$ cat src/sv/terrain_water_flow_step_defines.svh
// Assertion macros shared by the water flow step RTL.
// Depends on a clock named clock and a reset named reset in the including module.
`ifndef TERRAIN_WATER_FLOW_STEP_DEFINES_SVH
`define TERRAIN_WATER_FLOW_STEP_DEFINES_SVH

// Property must hold at every clock edge outside reset.
`define TWF_ASSERT(lbl, prop) \
   lbl: assert property (@(posedge clock) disable iff (reset) prop) \
      else $error("twf assertion failed");

// Condition must never be seen outside reset.
`define TWF_NEVER(lbl, cond) \
   lbl: assert property (@(posedge clock) disable iff (reset) !(cond)) \
      else $error("twf forbidden condition");

`endif

$ cat src/sv/twf_ram.sv
// Generic single-write, single-read RAM with registered read data.
// No dependencies.
module twf_ram #(
   parameter int WIDTH = 8,
   parameter int DEPTH = 16
) (
   input  logic                     clock,
   input  logic                     we,
   input  logic [$clog2(DEPTH)-1:0] waddr,
   input  logic [WIDTH-1:0]         wdata,
   input  logic                     re,
   input  logic [$clog2(DEPTH)-1:0] raddr,
   output logic [WIDTH-1:0]         rdata
);

   logic [WIDTH-1:0] mem_ff [DEPTH];
   logic [WIDTH-1:0] rdata_ff;

   always_ff @(posedge clock) begin
      if (we) begin
         mem_ff[waddr] <= wdata;
      end
      if (re) begin
         rdata_ff <= mem_ff[raddr];
      end
   end

   assign rdata = rdata_ff;

endmodule

$ cat config.mk
export PLATFORM = sky130hd
export DESIGN_NAME = twf_ram
export DESIGN_NICKNAME = d
export VERILOG_FILES = /design/src/sv/terrain_water_flow_step_defines.svh /design/src/sv/twf_ram.sv
export SDC_FILE = /design/constraint.sdc
export NUM_CORES = 1
export LEC_CHECK = 0
export BUFFER_PORTS_ARGS = -buffer_cell sky130_fd_sc_hd__buf_4
export CAP_MARGIN = 10
export CORE_MARGIN = 1
export CORE_UTILIZATION = 65
export DETAILED_ROUTE_END_ITERATION = 10
export GPL_ROUTABILITY_DRIVEN = 0
export PLACE_DENSITY = 0.84
export SYNTH_ARGS = -nofsm -noshare
export SYNTH_HDL_FRONTEND = slang
export SYNTH_SLANG_ARGS = --single-unit
$ cat constraint.sdc
create_clock -name clock -period 3.7 [get_ports clock]
set_input_delay 0 -clock clock [delete_from_list [all_inputs] [get_ports clock]]
set_output_delay 0 -clock clock [all_outputs]
set_load 0.01 [all_outputs]
After elaboration in Yosys (flattened, before gate mapping):

Memories as Yosys holds them, arrays and structs flattened. A register that Yosys moved wholly into a read port is not among the register bits.
Cells that the tools add are included.

* RAM bits: 128
* register bits after elaboration: 0
* word-level logic and storage cells: 3
* output and inout port bits: 8
* memories kept: 1
* input bits: 19

* multiplexer cells: 2

Memory list
* mem_ff: depth 16, width 8, rd ports 1, clocked after Yosys merged registers in 1, write ports 1, RTL line twf_ram.sv:16 `logic [WIDTH-1:0] mem_ff [DEPTH];`

Operators with widths (number)
* 1-bit two-way mux: 2

Longest topological paths before layout:

Gate-level depths: netlist (run 1).

* word-level depth: 2
* mapped depth: 5
* mapped depth without buffers: 3

Worst setup path before layout (run 1):

OpenSTA, ideal clock, no wires.

* path kind: input to register
* start: input port waddr[2]
* end: memory mem_ff[0][0], enable pin
* library setup time: 0.383 ns
* path buffers: 0
* arrival time: 1.110 ns
* slack: 2.207 ns
* required time: 3.317 ns
* stages on the path: 2
* cells stage by stage: or3b_2 -> nor3_1

RTL lines
* start: declaration: RTL line twf_ram.sv:9 `input logic [$clog2(DEPTH)-1:0] waddr,`
* end: declaration: RTL line twf_ram.sv:16

Straight into the memory's write port.

Final worst setup path (run 1):

* start: input port waddr[2]
* end: memory mem_ff[0][0], enable pin

Straight into the memory's write port.

==> flow_metrics.py, run 1 <==
metrics = {
    "run_status": {
        "status": "finished, final reports clean",
    },
    "cts": {
        "htreeDepth": 4,
        "cts_resized": 0,
        "clk_pin_slew_ns": 0.06,
        "clock-root-buffer": "clkbuf_8",
        "clock_latency_ns": 0.52,
        "cts_buffers": 17,
        "ctsLongestPathBuffers": 2,
        "cts_sinks": 136,
        "cts_tree": "done",
    },
    "final_layout": {
        "final_common_cell": "edfxtp_1",
        "area_growth_pct": 19.6,
        "diodes": 0,
        "post-route-util_pct": 80.5,
        "nNetsFinal": 299,
        "final_cell_mix": "edfxtp_1 (136), buf_4 (27), mux4_2 (18)",
        "fill_cells": 382,
        "drive_gt1_share_pct": 27.0,
    },
    "critical_path": {
        "cp_data_arrival_time_ns": 2.32,
        "worstPathMaxFanout": 7,
        "worst_path_max_delay_cell": "dlygate4sd3_1",
        "crit_path_start": "waddr[2]",
        "end_kind": "flip-flop",
        "critical_path_class": "in -> reg",
        "cp-start-kind": "input port",
        "max_stage_delay_ns": 0.59,
        "worstPathCellList": "dlygate4sd3_1, buf_4, or3b_2, dlygate4sd3_1, nor3_1, clkbuf_4",
        "cpMostUsedCell": "dlygate4sd3_1",
        "crit_required_ns": 3.92,
        "reg2reg_from": "mem_ff[1][0]",
    },
    "sta": {
        "finalSetupViolations": 0,
        "worst_slack_ns": 1.60,
        "finalSetupTns_ns": 0,
        "worst_pin_slew_ns": 1.12,
        "layout_worst_path_cycle_share_pct": 56.8,
        "fin_crit_ns": 2.10,
        "finalHoldViolations": 0,
        "rsz0062_at_grt": "no",
        "fmax_mhz": 476,
        "holdWs_ns": 0.113,
        "fin_skew_ns": 0.0103,
        "slew_violations": 0,
        "slew_headroom_pct": 25.0,
    },
    "synth": {
        "netlist_area_mm2": 0.00523,
        "synth_largest_area_cell": "edfxtp_1",
        "post-synth-top-area-fraction_pct": 78.1,
        "syn_nets": 248,
        "avgSynthCellArea_um2": 22.8,
        "ys_ff_latch": 136,
        "syn-instance-count": 229,
        "yosys_warnings": 0,
        "synth_area_leaders": "edfxtp_1 (78%), mux4_2 (7.8%), mux4_1 (7.0%)",
        "ys_seq_area_share_pct": 78.1,
        "ys_types": 18,
    },
    "die": {
        "start_util_pct": 67.3,
        "core.rowCount": 32,
        "dieArea_mm2": 0.00841,
        "dieHeight_um": 91.7,
        "ioPinCount": 27,
        "die_x_um": 91.7,
        "core_area_mm2": 0.00777,
    },
    "pwr": {
        "power_density_mw_per_mm2": 589,
        "p_total_mw": 3.68,
        "p_leak_nw": 2.10,
        "irDropWorstVdd_v": 0.000510,
    },
    "drt": {
        "drcViolationCount": 0,
        "firstDrtPassIters": 6,
        "via_per_inst": 6.59,
        "drt_wl_total_mm": 10.8,
        "num_vias": 2603,
        "ant_nets": 0,
        "drt-initial-drc-count": 297,
        "wire_per_inst_um": 27.3,
    },
    "hold_path": {
        "worstHoldStart": "waddr[3]",
        "hold_path_class": "in -> reg",
    },
    "placed_design": {
        "pre_cts_ws_ns": 1.71,
        "io_buffers": 26,
        "dp_hpwl_mm": 5.80,
    },
    "grt": {
        "antenna_found_initial": 0,
        "grt_pass1_vias": 2617,
        "grt_max_degree": 33,
        "grt.total_usage_pct": 28.6,
        "grt_pass1_wl_mm": 16.0,
        "grt_overflow": 0,
    },
    "run": {
        "cap_viol_max_count": 0,
    },
}
-- registers in the layout, summed over array words and instances (netlist names) --
register	count
rdata	8
mem_ff	128
-- area by class of cell --
class                      instances  area [um2]  area share (%)
multi-input combinational         83        1070            17.1
clock inverter                    14         205            3.28
clock buffer                      18         418            6.68
timing repair buffer              42         350            5.60
sequential                       136        4080            65.3
tap                              102         128            2.04
-- power breakdown --
group | switching [mW] | internal [mW] | total, mW
combinational | 0.0957 | 0.0785 | 0.174
clock | 0.606 | 1.15 | 1.76
sequential | 0.0106 | 1.74 | 1.75
-- metal layers --
| layer | vias to the layer above | wire, um | GRT usage [%] |
|---|---|---|---|
| met5 | - | 0 | 0 |
| met4 | 0 | 306 | 12.0 |
| met3 | 29 | 887 | 8.71 |
| met2 | 173 | 5420 | 44.2 |
| met1 | 1319 | 4190 | 38.7 |
| li1 | 1082 | - | - |
-- critical path: cells and delay by family --
| family | cells | cell delay [ns] |
|---|---|---|
| buf+inv | 4 | 1.54 |
| simple gates | 2 | 0.77 |
-- synthesized netlist by cell type --
| master | n |
|---|---|
| nand3_1 | 1 |
| and2_1 | 1 |
| clkdlybuf4s25_2 | 3 |
| nor3_1 | 4 |
| nor2b_1 | 1 |
| and2b_1 | 1 |
| nand3b_1 | 2 |
| buf_6 | 3 |
| mux4_1 | 14 |
| mux4_2 | 18 |
| or3b_2 | 1 |
| buf_2 | 3 |
| a22oi_1 | 16 |
| nor2_1 | 13 |
| nand2b_1 | 2 |
| edfxtp_1 | 136 |
| buf_4 | 1 |
| nand2_1 | 9 |
-- worst paths after layout --
| kind | to | slack [ns] | cells after the start |
|---|---|---|---|
| max | mem_ff[0][0] | 1.60 | 6 |
| min | mem_ff[1][5] | 0.11 | 3 |
| max reg2reg | rdata[0] | 2.11 | 3 |
| min reg2reg | rdata[4] | 0.74 | 3 |
-- stage by stage --
step	std cells	instance area, um2
6_report	395	6250
3_3_place_gp	348	5480
2_1_floorplan	229	5230
4_1_cts	392	6220
5_1_grt	395	6250
3_5_place_dp	348	5480
-- timing repair --
item | CTS | global route
setup buffers | 0 | 0
hold buffers | 12 | 2
hold endpoints to repair | 160 | 1
-- kinds of logic (layout without fill, tap and decap cells) --
family | Yosys count | after routing | synth area share [%]
AO/OA/AOI/OAI | 16 | 16 | 2.30
AND/OR/NAND/NOR | 35 | 35 | 3.14
flip-flops | 136 | 136 | 78.1
buffers and inverters | 10 | 74 | 1.65
multiplexers | 32 | 32 | 14.8
(Power assumes the default switching activity.)
==> run 2: changes to the inputs <==
--- a/config.mk
+++ b/config.mk
@@ -8,10 +8,10 @@
 export BUFFER_PORTS_ARGS = -buffer_cell sky130_fd_sc_hd__buf_4
 export CAP_MARGIN = 10
 export CORE_MARGIN = 1
-export CORE_UTILIZATION = 65
+export CORE_UTILIZATION = 60
 export DETAILED_ROUTE_END_ITERATION = 10
 export GPL_ROUTABILITY_DRIVEN = 0
-export PLACE_DENSITY = 0.84
+export PLACE_DENSITY = 0.78
 export SYNTH_ARGS = -nofsm -noshare
 export SYNTH_HDL_FRONTEND = slang
 export SYNTH_SLANG_ARGS = --single-unit
==> constraint.sdc (replaced) <==
create_clock -name clock -period 2 [get_ports clock]
set_input_delay 0 -clock clock [delete_from_list [all_inputs] [get_ports clock]]
set_output_delay 0 -clock clock [all_outputs]
set_load 0.01 [all_outputs]
==> flow_metrics.py, run 2 (synthesis gave the netlist of run 1 again) <==
metrics = {
    "placed_design": {
        "dpl.cell_count": 369,
        "io_buffers": 26,
        "dp_hpwl_mm": 6.13,
    },
    "die": {
        "dieArea_mm2": 0.00909,
        "die_x_um": 95.3,
        "dieHeight_um": 95.3,
        "ioPinCount": 27,
        "core_area_mm2": 0.00834,
        "start_util_pct": 62.7,
        "core.rowCount": 33,
    },
    "cts": {
        "cts_sinks": 136,
        "postCtsSetupBuffers": 0,
        "clock_latency_ns": 0.52,
        "cts_resized": 0,
        "clk_pin_slew_ns": 0.06,
        "cts_tree": "done",
        "ctsLongestPathBuffers": 2,
        "cts.hold.buffers_added": 12,
        "clock-root-buffer": "clkbuf_8",
        "cts_buffers": 17,
        "htreeDepth": 4,
    },
    "critical_path": {
        "cp_data_arrival_time_ns": 1.80,
        "end_kind": "flip-flop",
        "worstPathMaxFanout": 1,
        "cp-start-kind": "flip-flop",
        "r2r_slack_ns": 0.47,
        "path_buf_inv": 0,
        "worstPathCellList": "mux4_1, a22oi_1, nand2_1",
        "worst_path_max_delay_cell": "mux4_1",
        "r2r.worst_path.cells": 3,
        "max_stage_delay_ns": 0.53,
        "critical_path_class": "reg -> reg",
        "cp.depth": 3,
        "crit_family": "multiplexers",
        "crit_required_ns": 2.27,
    },
    "final_layout": {
        "largest_reg_flops": 128,
        "instances_no_fill": 413,
        "diodes": 0,
        "drive_gt1_share_pct": 31.2,
        "area_growth_pct": 23.0,
        "regArea_mm2": 0.00408,
        "final_cell_mix": "edfxtp_1 (136), buf_4 (44), mux4_2 (18)",
        "final_common_cell": "edfxtp_1",
        "fill_cells": 429,
        "top_register": "mem_ff",
        "nNetsFinal": 314,
        "multi_input_area_mm2": 0.00106,
    },
    "sta": {
        "worst_pin_slew_ns": 0.750,
        "finalSetupTns_ns": 0,
        "finalHoldViolations": 0,
        "rsz0062_at_grt": "no",
        "slew_violations": 0,
        "finalSetupViolations": 0,
        "fin_skew_ns": 0.00562,
        "holdWs_ns": 0.0894,
        "fmax_mhz": 654,
        "fin_crit_ns": 1.53,
        "slew_headroom_pct": 49.9,
        "layout_worst_path_cycle_share_pct": 76.5,
    },
    "drt": {
        "firstDrtPassIters": 6,
        "ant_nets": 0,
        "via_per_inst": 6.35,
        "drt-initial-drc-count": 305,
        "drcViolationCount": 0,
        "drt_wl_total_mm": 10.2,
        "wire_per_inst_um": 24.6,
        "num_vias": 2624,
    },
    "hold_path": {
        "hold_path_class": "in -> reg",
        "hold_depth": 3,
    },
    "pwr": {
        "irDropWorstVdd_v": 0.000680,
        "p_leak_nw": 2.22,
        "power_density_mw_per_mm2": 1110,
    },
    "grt": {
        "antenna_found_initial": 0,
        "grt_pass1_vias": 2680,
        "grt_overflow": 0,
        "grt.total_usage_pct": 25.6,
        "grt_pass1_wl_mm": 15.3,
        "grt_max_degree": 33,
    },
    "run": {
        "cap_viol_max_count": 0,
    },
    "run_status": {
        "status": "finished, final reports clean",
    },
}
run 2: cell types whose count changed in the layout (fill, tap and decap cells not counted), moves of 2 or more:
| cell | change |
|---|---|
| buf_4 | +17 |
| clkinv_2 | -3 |
| clkinv_4 | +3 |
| bufinv_16 | +2 |
| dlygate4sd3_1 | -2 |
| nor3_1 | +2 |
| nor3_2 | -2 |
run 2: worst paths after layout:
check,start,endpoint
worst min register to register,mem_ff[14][5],rdata[5]
worst max register to register,mem_ff[7][3],rdata[3]
worst min-delay path,waddr[3],mem_ff[6][6]
worst max-delay path,mem_ff[7][3],rdata[3]
run 2: tightest hold or removal path, cell delays in order:
cell and delay, ns:
buf_4 0.09, nand3b_1 0.17, nor2_1 0.15
run 2: per-stage QoR:
| stage | worst slack [ns] | area, um2 | utilization (%) | total power [mW] |
|---|---|---|---|---|
| after global placement | 0.375 | 5620 | 67.4 | 3.59 |
| after floorplan | 0.507 | 5230 | - | 3.45 |
| final | 0.471 | 6430 | 77.1 | 7.14 |
| after CTS | 0.485 | 6430 | 77.1 | 7.17 |
| after detailed placement | 0.348 | 5620 | 67.4 | 3.60 |
| after global routing | 0.406 | 6430 | 77.1 | 7.32 |
run 2: metal layers:
metal / routed length (um) / share of wire [%] / GRT usage (%)
met5: 0 / 0 / 0
met4: 216 / 2.1 / 11.2
met3: 975 / 9.6 / 7.50
met2: 5020 / 49 / 39.6
met1: 3950 / 39 / 34.1
run 2: cell type report:
type                    count  area share, %
clock buffers              17           6.44
flip-flops and latches    136           63.5
well taps                 105           2.04
repair buffers             57           7.32
clock inverters            15           4.26
multi-input cells          83           16.4
run 2: where the power goes:
| group | internal [mW] | switching [mW] |
|---|---|---|
| clock network | 2.41 | 1.17 |
| logic | 0.155 | 0.177 |
| registers | 3.21 | 0.0172 |
