File: config.mk
export PLATFORM = sky130hd
export DESIGN_NAME = twf_flow
export DESIGN_NICKNAME = d
export VERILOG_FILES = /design/src/sv/terrain_water_flow_step_defines.svh /design/src/sv/twf_pkg.sv /design/src/sv/twf_flow.sv
export SDC_FILE = /design/constraint.sdc
export NUM_CORES = 1
export LEC_CHECK = 0
export ABC_AREA = 1
export BUFFER_PORTS_ARGS = -buffer_cell sky130_fd_sc_hd__buf_2
export CELL_PAD_IN_SITES_DETAIL_PLACEMENT = 1
export CELL_PAD_IN_SITES_GLOBAL_PLACEMENT = 2
export CORE_MARGIN = 3
export CORE_UTILIZATION = 31
export DETAILED_ROUTE_END_ITERATION = 7
export GPL_ROUTABILITY_DRIVEN = 1
export PLACE_DENSITY_LB_ADDON = 0.12
export SYNTH_ARGS = -nofsm -noshare
export SYNTH_HDL_FRONTEND = slang
export SYNTH_SLANG_ARGS = --single-unit
File: constraint.sdc
create_clock -name vclk -period 11.2
set_clock_uncertainty 0.1 [all_clocks]
set_input_delay 1.68 -clock vclk [all_inputs]
set_output_delay 1.68 -clock vclk [all_outputs]
set_load 0.02 [all_outputs]
File: src/sv/terrain_water_flow_step_defines.svh
// Assertion macros shared by the water flow step RTL.
// Depends on a clock named clock and a reset named reset in the including module.
`ifndef TERRAIN_WATER_FLOW_STEP_DEFINES_SVH
`define TERRAIN_WATER_FLOW_STEP_DEFINES_SVH

// Property must hold at every clock edge outside reset.
`define TWF_ASSERT(lbl, prop) \
   lbl: assert property (@(posedge clock) disable iff (reset) prop) \
      else $error("twf assertion failed");

// Condition must never be seen outside reset.
`define TWF_NEVER(lbl, cond) \
   lbl: assert property (@(posedge clock) disable iff (reset) !(cond)) \
      else $error("twf forbidden condition");

`endif

File: src/sv/twf_pkg.sv
// Shared types and constants of the terrain water flow step.
// No dependencies.
package twf_pkg;

   localparam int HEIGHT_W = 24;
   localparam int WATER_W  = 24;
   localparam int SRC_W    = 2;
   localparam int CELL_W   = WATER_W + SRC_W;
   localparam int ROW_W    = 6;
   localparam int COL_W    = 6;
   localparam int CSR_W    = 7;
   localparam int CSR_IDX_W = 1;

   localparam int DEF_MAX_ROWS = 64;
   localparam int DEF_MAX_COLS = 64;
   localparam logic [CSR_W-1:0] DEF_IN_USE = 7'd64;

   localparam logic [WATER_W-1:0] WATER_MAX = 24'hFF_FFFF;

   typedef enum logic [1:0] {
      KIND_LOAD   = 2'd0,
      KIND_SOURCE = 2'd1,
      KIND_TICK   = 2'd2,
      KIND_READ   = 2'd3
   } kind_type;

   localparam logic [CSR_IDX_W-1:0] CSR_ROWS = 1'b0;
   localparam logic [CSR_IDX_W-1:0] CSR_COLS = 1'b1;

   typedef struct packed {
      logic [HEIGHT_W-1:0] cen_h;
      logic [WATER_W-1:0]  cen_w;
      logic [HEIGHT_W-1:0] nb_h;
      logic [WATER_W-1:0]  nb_w;
   } flow_in_type;

   typedef struct packed {
      logic [WATER_W-1:0] cen_w;
      logic [WATER_W-1:0] nb_w;
   } flow_out_type;

endpackage

File: src/sv/twf_flow.sv
// One exchange between a cell and a neighbour: level compare, move and saturate.
// Depends on twf_pkg.
module twf_flow (
   input  twf_pkg::flow_in_type  fin,
   output twf_pkg::flow_out_type fout
);

   logic signed [25:0] lvl_a;
   logic signed [25:0] lvl_b;
   logic [26:0]        diff;
   logic               move;
   logic [23:0]        amt;
   logic [24:0]        nb_sum;

   always_comb begin
      lvl_a  = $signed({{2{fin.cen_h[23]}}, fin.cen_h}) + $signed({2'b00, fin.cen_w});
      lvl_b  = $signed({{2{fin.nb_h[23]}}, fin.nb_h}) + $signed({2'b00, fin.nb_w});
      diff   = {lvl_a[25], lvl_a} - {lvl_b[25], lvl_b};
      move   = !diff[26] && (diff != 27'd0);
      // move the smaller of own water and the level gap
      amt    = ({3'b000, fin.cen_w} < diff) ? fin.cen_w : diff[23:0];
      nb_sum = {1'b0, fin.nb_w} + {1'b0, amt};
      if (move) begin
         fout.cen_w = fin.cen_w - amt;
         fout.nb_w  = nb_sum[24] ? twf_pkg::WATER_MAX : nb_sum[23:0];
      end else begin
         fout.cen_w = fin.cen_w;
         fout.nb_w  = fin.nb_w;
      end
   end

endmodule

# Word-level counts from Yosys, hierarchy flattened
# Index checks and enable logic that the tools add are counted.
# op_classes
reduce_logical	3
addsub	5
n_lt_le_gt_ge	1
muxes	3
# op_table
op	n
$add A24 B25 Y26	2
$mux W24	2
$mux W48	1
$lt A24 B27 Y1	1
$reduce_bool A27 Y1	1
$sub A26 B26 Y27	1
$add A24 B24 Y25	1
$sub A24 B24 Y24	1
$logic_and A1 B1 Y1	1
$logic_not A1 Y1	1
# totals
inputBits	96
word_cells	12
regBits	0

# Logic depth before layout (Yosys ltp)
# Gate-level depths: netlist of the first run.
# logic_depth
depth_word	7
mapped_depth	48
depth_no_buf	46

# Worst setup path before layout of the first run
# OpenSTA, ideal clock, no wires.
# synth_path
path_type	input to output
startpoint	input fin[0] in the netlist's numbering
endpoint	output fout[43] in the netlist's numbering
t_required_ns	9.420
path_slack_ns	1.378
t_arrival_ns	8.042
stages	43
path_cell_list	inv_1 fa_1 inv_1 fa_1 inv_1 ha_1 inv_1 fa_1 inv_1 nand2_1 nand2_1 nand2_2 o21bai_4 nand3b_1 nand2_1 xor2_1 inv_1 ha_1 (+7 left out) nand2_2 nand2_4 inv_2 buf_6 or2_1 o21ai_2 inv_2 ha_1 nand3b_1 nand2_1 a21boi_0 o21ai_0 a21oi_1 o21ai_0 a21oi_1 o21ai_0 xnor2_1 o21ai_0
# synth_lines
element	line_no	source
start: declaration	twf_flow.sv:4	input twf_pkg::flow_in_type fin,
end: declaration	twf_flow.sv:5	output twf_pkg::flow_out_type fout

==> impl_metrics.prom, run 1 <==
# TYPE chip_impl_metric gauge
chip_impl_info{name="run_status",value="finished clean"} 1
chip_impl_metric{name="worst_ep_required_time",unit="ns"} 9.42
chip_impl_metric{name="fin_crit_sh",unit="%"} 94.6
chip_impl_metric{name="drt-initial-drc-count",unit=""} 390
chip_impl_metric{name="static-leakage-power",unit="nW"} 4.31
chip_impl_metric{name="antenna_cells_inserted",unit=""} 0
chip_impl_metric{name="peak_supply_drop",unit="mV"} 0.0907
chip_impl_metric{name="ctsHoldBuffers",unit=""} 0
chip_impl_info{name="endpoint_kind",value="output port"} 1
chip_impl_metric{name="average_cell_area_after_synthesis",unit="µm²"} 6.21
chip_impl_metric{name="route.antenna.remaining_nets",unit=""} 0
chip_impl_metric{name="fin_crit",unit="ns"} 10.60
chip_impl_info{name="criticalPathCategory",value="in -> out"} 1
chip_impl_metric{name="vias_per_cell",unit=""} 4.98
chip_impl_metric{name="synthDominantCellAreaShare",unit="%"} 18.2
chip_impl_metric{name="pwr_density_cell",unit="nW/µm²"} 194
chip_impl_metric{name="nFillCells",unit=""} 2904
chip_impl_metric{name="layout_setup_ws",unit="ns"} 0.602
chip_impl_metric{name="power.net_switching",unit="mW"} 1.01
chip_impl_metric{name="area.sequential",unit="µm²"} 0
chip_impl_metric{name="total_count_of_max_transition_violations_in_the_final_report",unit=""} 0
chip_impl_metric{name="seq_power_share",unit="%"} 0
chip_impl_metric{name="initial_core_util",unit="%"} 32.0
chip_impl_metric{name="grt_start_max_net_pins",unit=""} 57
chip_impl_metric{name="timing.fmax",unit="GHz"} 0.0944
chip_impl_metric{name="drt_wl_total",unit="µm"} 27100
chip_impl_metric{name="gr-usage-all-layers",unit="%"} 22.1
chip_impl_metric{name="total_die_area",unit="µm²"} 23800
chip_impl_metric{name="count_of_flip_flops_and_latches",unit=""} 0
chip_impl_metric{name="dp_slack",unit="ns"} 0.227
chip_impl_metric{name="die_width",unit="µm"} 154
chip_impl_metric{name="cp_slowest_stage_delay",unit="ns"} 0.55
chip_impl_metric{name="numPortBuffers",unit=""} 144
chip_impl_metric{name="yosys_warnings",unit=""} 0
chip_impl_metric{name="drt-wirelength-per-cell",unit="µm"} 17.9
chip_impl_metric{name="yosysUniqueCellTypes",unit=""} 45
chip_impl_metric{name="yosysSeqAreaShare",unit="%"} 0
chip_impl_metric{name="grt_pass1_wl",unit="µm"} 42600
chip_impl_metric{name="max_slew_margin",unit="%"} 29.6
chip_impl_metric{name="sw_frac_of_total",unit="%"} 65.4
chip_impl_info{name="cpMostUsedCell",value="sky130_fd_sc_hd__nand2_1"} 1
chip_impl_metric{name="setup_total_negative_slack",unit="ns"} 0
chip_impl_metric{name="syn_area",unit="µm²"} 6810
chip_impl_metric{name="final_hold_viol_count",unit=""} 0
chip_impl_metric{name="detailed_route_drc_error_count",unit=""} 0
chip_impl_metric{name="ios",unit=""} 144
chip_impl_metric{name="gr-total-overflow",unit=""} 0
chip_impl_metric{name="timing_worst_slew_pin_value",unit="ns"} 1.06
chip_impl_metric{name="critical_path_peak_fanout",unit=""} 13
chip_impl_metric{name="die_height",unit="µm"} 154
chip_impl_info{name="critPathLaunchType",value="primary input"} 1
chip_impl_info{name="most_used_standard_cell_by_instance_count_after_synthesis",value="sky130_fd_sc_hd__nand2_1"} 1
chip_impl_metric{name="drtPass1Iterations",unit=""} 5
chip_impl_metric{name="gp_congestion",unit=""} 0.892
chip_impl_info{name="synthDominantAreaCellType",value="sky130_fd_sc_hd__ha_1"} 1
chip_impl_info{name="slowest_stage",value="sky130_fd_sc_hd__fa_1"} 1
chip_impl_metric{name="postSynthCellCount",unit=""} 1097
chip_impl_metric{name="arrival_time_worst_endpoint",unit="ns"} 8.82
chip_impl_metric{name="combinational_fraction_of_design_power",unit="%"} 100.0
chip_impl_metric{name="core_area",unit="µm²"} 21300
chip_impl_metric{name="synth_nets",unit=""} 1342
chip_impl_metric{name="clock_buffers",unit=""} 0
chip_impl_metric{name="grt_antenna_before_repair",unit=""} 1
chip_impl_metric{name="grt_pass1_vias",unit=""} 7849
chip_impl_metric{name="finalNetCount",unit=""} 1482
chip_impl_metric{name="dpl.hpwl",unit="µm"} 24300
chip_impl_metric{name="number_of_standard_cell_rows_in_the_floorplan",unit=""} 53
chip_impl_metric{name="num_vias",unit=""} 7517
chip_impl_metric{name="area_growth_syn_to_layout",unit="%"} 16.2
chip_impl_metric{name="p_clk_share",unit="%"} 0
chip_impl_metric{name="layout-drive-gt1-share",unit="%"} 15.9
chip_impl_metric{name="intPower",unit="mW"} 0.533
chip_impl_metric{name="maxCapViolCount",unit=""} 0
chip_impl_info{name="hold_path_class",value="in -> out"} 1
chip_impl_info{name="leading_post_synthesis_cells_by_instance_count",value="sky130_fd_sc_hd__nand2_1 (245), sky130_fd_sc_hd__inv_1 (208), sky130_fd_sc_hd__ha_1 (99)"} 1
chip_impl_info{name="ys_top_cells_by_area",value="sky130_fd_sc_hd__ha_1 (18%), sky130_fd_sc_hd__fa_1 (15%), sky130_fd_sc_hd__nand2_1 (14%), sky130_fd_sc_hd__inv_1 (11%), sky130_fd_sc_hd__a21oi_1 (5.8%)"} 1
chip_impl_metric{name="timing.final.setup_violations",unit=""} 0
[cells in the final DEF (no fill, tap or decap), drive strengths merged, types with 2 or more instances in the layout]
master    synthesis  final
nand2           250    251
inv             214    213
buf              14    153
ha               99     99
o21ai            91     91
a21oi            80     80
nor2             80     80
fa               50     50
nand3            49     49
xor2             29     29
xnor2            28     28
a31oi            22     22
nor3             15     15
nand4            13     13
o21bai           13     13
or2               8      8
nand3b            7      7
nor4              6      6
a21o              4      4
o21a              4      4
o211ai            3      3
a21boi            3      3
o2111ai           2      2
o31ai             2      2
a211oi            2      2
clkinvlp          0      2
a221oi            2      2
[critical path, delay by kind of cell]
family | cells | cell delay, ns
buffers and inverters | 13 | 1.19
XOR/XNOR | 1 | 0.20
AND/OR/NAND/NOR | 22 | 2.37
AO/OA/AOI/OAI | 7 | 1.04
adder cells (fa/ha/maj) | 6 | 2.29
[path summary, 6_finish.rpt]
path	from	to	slack, ns	depth (start not counted)
worst min-delay path	fin[61]	fout[37]	3.68	4
worst max-delay path	fin[0]	fout[21]	0.60	49
[area by class of cell]
cell class	instances	area (µm²)	area share, %
inverter	215	811	10.2
multi-input combinational	866	5960	75.3
tap	275	344	4.35
timing repair buffer	153	788	9.97
timing repair inverter	1	7.51	0.0949
[what timing repair did]
item                       CTS  global route
gates resized for setup      0            19
buffers inserted             0             5
hold endpoints to repair     0             0
setup endpoints to repair    0            32
[stage by stage]
| stage | hold slack (ns) | instance area, µm² | std cells | utilization [%] | total power [mW] |
|---|---|---|---|---|---|
| after floorplan | 3.43 | 6810 | 1097 | - | 1.08 |
| after global placement | 3.68 | 7810 | 1503 | 36.7 | 1.50 |
| after detailed placement | 3.69 | 7810 | 1503 | 36.7 | 1.51 |
| after CTS | 3.69 | 7810 | 1503 | 36.7 | 1.52 |
| after global routing | 3.71 | 7910 | 1510 | 37.2 | 1.75 |
| final | 3.68 | 7910 | 1510 | 37.2 | 1.54 |
[metal layers]
metal	track usage [%]	part of all wire, %	vias up
met1	30.2	47	3439
met3	0.979	4.2	24
met4	3.62	2.0	0
met2	39.2	47	210
li1	-	-	3844
met5	0	0	-
[power by group through the flow]
stage | registers [mW] | clock network (mW) | logic [mW]
6_report | 0 | 0 | 1.54
5_1_grt | 0 | 0 | 1.75
4_1_cts | 0 | 0 | 1.52
3_5_place_dp | 0 | 0 | 1.51
3_3_place_gp | 0 | 0 | 1.50
2_1_floorplan | 0 | 0 | 1.08
[kinds of logic after synthesis]
family	count (synthesis)	share of synthesized area, %
AO/OA/AOI/OAI	228	19.3
XOR/XNOR	57	7.33
adder cells (fa/ha/maj)	149	32.9
buffers and inverters	232	13.4
AND/OR/NAND/NOR	431	27.1
No activity file was read; power rests on OpenSTA's default activity.
==> inputs of run 2 (changes only) <==
==> constraint.sdc (replaced) <==
create_clock -name vclk -period 11.2
set_clock_uncertainty 0.1 [all_clocks]
set_input_delay 0.56 -clock vclk [all_inputs]
set_output_delay 0.56 -clock vclk [all_outputs]
set_load 0.02 [all_outputs]
==> impl_metrics.prom, run 2 (synthesis results as in run 1) <==
# TYPE chip_impl_metric gauge
chip_impl_info{name="run_status",value="finished clean"} 1
chip_impl_metric{name="drt-initial-drc-count",unit=""} 308
chip_impl_metric{name="numPortBuffers",unit=""} 144
chip_impl_info{name="slowest_stage",value="sky130_fd_sc_hd__fa_1"} 1
chip_impl_metric{name="critical_path_peak_fanout",unit=""} 25
chip_impl_metric{name="pwr_density_cell",unit="nW/µm²"} 193
chip_impl_metric{name="static-leakage-power",unit="nW"} 4.26
chip_impl_metric{name="dp_slack",unit="ns"} 2.10
chip_impl_metric{name="fin_crit_sh",unit="%"} 82.0
chip_impl_metric{name="dpl.hpwl",unit="µm"} 24300
chip_impl_metric{name="ctsHoldBuffers",unit=""} 0
chip_impl_metric{name="combinational_fraction_of_design_power",unit="%"} 100.0
chip_impl_metric{name="ios",unit=""} 144
chip_impl_metric{name="total_count_of_max_transition_violations_in_the_final_report",unit=""} 0
chip_impl_metric{name="sw_frac_of_total",unit="%"} 65.8
chip_impl_metric{name="timing.fmax",unit="GHz"} 0.109
chip_impl_info{name="rsz0062_at_grt",value="no"} 1
chip_impl_metric{name="intPower",unit="mW"} 0.514
chip_impl_metric{name="maxCapViolCount",unit=""} 0
chip_impl_info{name="endpoint_kind",value="output port"} 1
chip_impl_metric{name="cp.buffers_inverters",unit=""} 10
chip_impl_metric{name="peak_supply_drop",unit="mV"} 0.0911
chip_impl_metric{name="worst_ep_required_time",unit="ns"} 10.54
chip_impl_metric{name="cts_resizes",unit=""} 0
chip_impl_metric{name="gr-usage-all-layers",unit="%"} 22.1
chip_impl_metric{name="dpl.cell_count",unit=""} 1500
chip_impl_metric{name="number_of_standard_cell_rows_in_the_floorplan",unit=""} 53
chip_impl_metric{name="die_width",unit="µm"} 154
chip_impl_metric{name="layout_setup_ws",unit="ns"} 2.02
chip_impl_metric{name="cts_post_setup_buffers_inserted",unit=""} 0
chip_impl_info{name="mostFrequentLayoutCells",value="sky130_fd_sc_hd__nand2_1 (245), sky130_fd_sc_hd__inv_1 (208), sky130_fd_sc_hd__buf_2 (144), sky130_fd_sc_hd__ha_1 (99), sky130_fd_sc_hd__a21oi_1 (79)"} 1
chip_impl_metric{name="clock_buffers",unit=""} 0
chip_impl_metric{name="detailed_route_drc_error_count",unit=""} 0
chip_impl_metric{name="vias_per_cell",unit=""} 4.96
chip_impl_metric{name="timing_worst_slew_pin_value",unit="ns"} 1.05
chip_impl_metric{name="cp_slowest_stage_delay",unit="ns"} 0.53
chip_impl_metric{name="setup_total_negative_slack",unit="ns"} 0
chip_impl_metric{name="core_area",unit="µm²"} 21300
chip_impl_info{name="criticalPathCategory",value="in -> out"} 1
chip_impl_metric{name="area.sequential",unit="µm²"} 0
chip_impl_metric{name="gp_congestion",unit=""} 0.874
chip_impl_info{name="critPathLaunchType",value="primary input"} 1
chip_impl_info{name="final_common_cell",value="sky130_fd_sc_hd__nand2_1"} 1
chip_impl_metric{name="initial_core_util",unit="%"} 32.0
chip_impl_metric{name="area_growth_syn_to_layout",unit="%"} 14.4
chip_impl_metric{name="antenna_cells_inserted",unit=""} 0
chip_impl_metric{name="num_vias",unit=""} 7447
chip_impl_metric{name="total_power",unit="mW"} 1.50
chip_impl_metric{name="drt_wl_total",unit="µm"} 26700
chip_impl_info{name="hold_path_class",value="in -> out"} 1
chip_impl_metric{name="max_slew_margin",unit="%"} 30.2
chip_impl_metric{name="fin_crit",unit="ns"} 9.18
chip_impl_metric{name="drtPass1Iterations",unit=""} 4
chip_impl_metric{name="p_clk_share",unit="%"} 0
chip_impl_metric{name="grt_start_max_net_pins",unit=""} 58
chip_impl_metric{name="arrival_time_worst_endpoint",unit="ns"} 8.52
chip_impl_metric{name="die_height",unit="µm"} 154
chip_impl_info{name="critPathTopFamily",value="simple AND/OR/NAND/NOR gates"} 1
chip_impl_metric{name="total_die_area",unit="µm²"} 23800
chip_impl_metric{name="grt_antenna_before_repair",unit=""} 0
chip_impl_metric{name="finalNetCount",unit=""} 1472
chip_impl_metric{name="final_hold_viol_count",unit=""} 0
chip_impl_metric{name="count_of_flip_flops_and_latches",unit=""} 0
chip_impl_metric{name="stdcell_count",unit=""} 1500
chip_impl_metric{name="seq_power_share",unit="%"} 0
chip_impl_metric{name="gr-total-overflow",unit=""} 0
chip_impl_metric{name="timing.final.setup_violations",unit=""} 0
chip_impl_metric{name="layout-drive-gt1-share",unit="%"} 14.4
chip_impl_metric{name="route.antenna.remaining_nets",unit=""} 0
chip_impl_metric{name="final_util",unit="%"} 36.6
chip_impl_metric{name="grt_pass1_vias",unit=""} 7825
chip_impl_metric{name="drt-wirelength-per-cell",unit="µm"} 17.8
chip_impl_metric{name="grt_pass1_wl",unit="µm"} 42500
chip_impl_metric{name="power.net_switching",unit="mW"} 0.990
## run 2: cell types whose count changed in the layout (fill, tap and decap cells not counted), moves of 2 or more
cell / previous run / this run
sky130_fd_sc_hd__a21oi_1: 76 / 79
sky130_fd_sc_hd__o21ai_2: 10 / 8
sky130_fd_sc_hd__o21ai_1: 19 / 16
sky130_fd_sc_hd__buf_4: 9 / 1
sky130_fd_sc_hd__a21oi_2: 3 / 0
sky130_fd_sc_hd__a21boi_1: 3 / 0
sky130_fd_sc_hd__clkinvlp_4: 2 / 0
sky130_fd_sc_hd__o21ai_0: 62 / 67
sky130_fd_sc_hd__a21boi_0: 0 / 3
## run 2: routing by layer
| metal | share of wire [%] | vias to the layer above | track usage [%] |
|---|---|---|---|
| met3 | 3.3 | 22 | 0.727 |
| met4 | 1.7 | 0 | 3.15 |
| met5 | 0 | - | 0 |
| met1 | 48 | 3458 | 30.7 |
| met2 | 47 | 157 | 39.1 |
| li1 | - | 3810 | - |
## run 2: final cells by class
type	count	area, µm²
Tap cell	275	344
Multi-Input combinational cell	865	5910
Fill cell	2907	13500
Timing Repair Buffer	145	728
Inverter	215	807
## run 2: through the flow
stage	hold slack, ns	instance area (µm²)
2_1_floorplan	1.19	6810
3_3_place_gp	1.44	7780
3_5_place_dp	1.44	7780
4_1_cts	1.44	7780
5_1_grt	1.47	7780
6_report	1.44	7780
## run 2: final timing paths
| kind | start | to | slack, ns | cells past startpoint |
|---|---|---|---|---|
| worst max-delay path | fin[0] | fout[45] | 2.02 | 46 |
| worst min-delay path | fin[19] | fout[19] | 1.44 | 4 |
## run 2: power groups by stage
stage / logic, mW / clock network, mW / registers [mW]
final: 1.50 / 0 / 0
after global routing: 1.71 / 0 / 0
after CTS: 1.52 / 0 / 0
after detailed placement: 1.51 / 0 / 0
after global placement: 1.49 / 0 / 0
after floorplan: 1.08 / 0 / 0
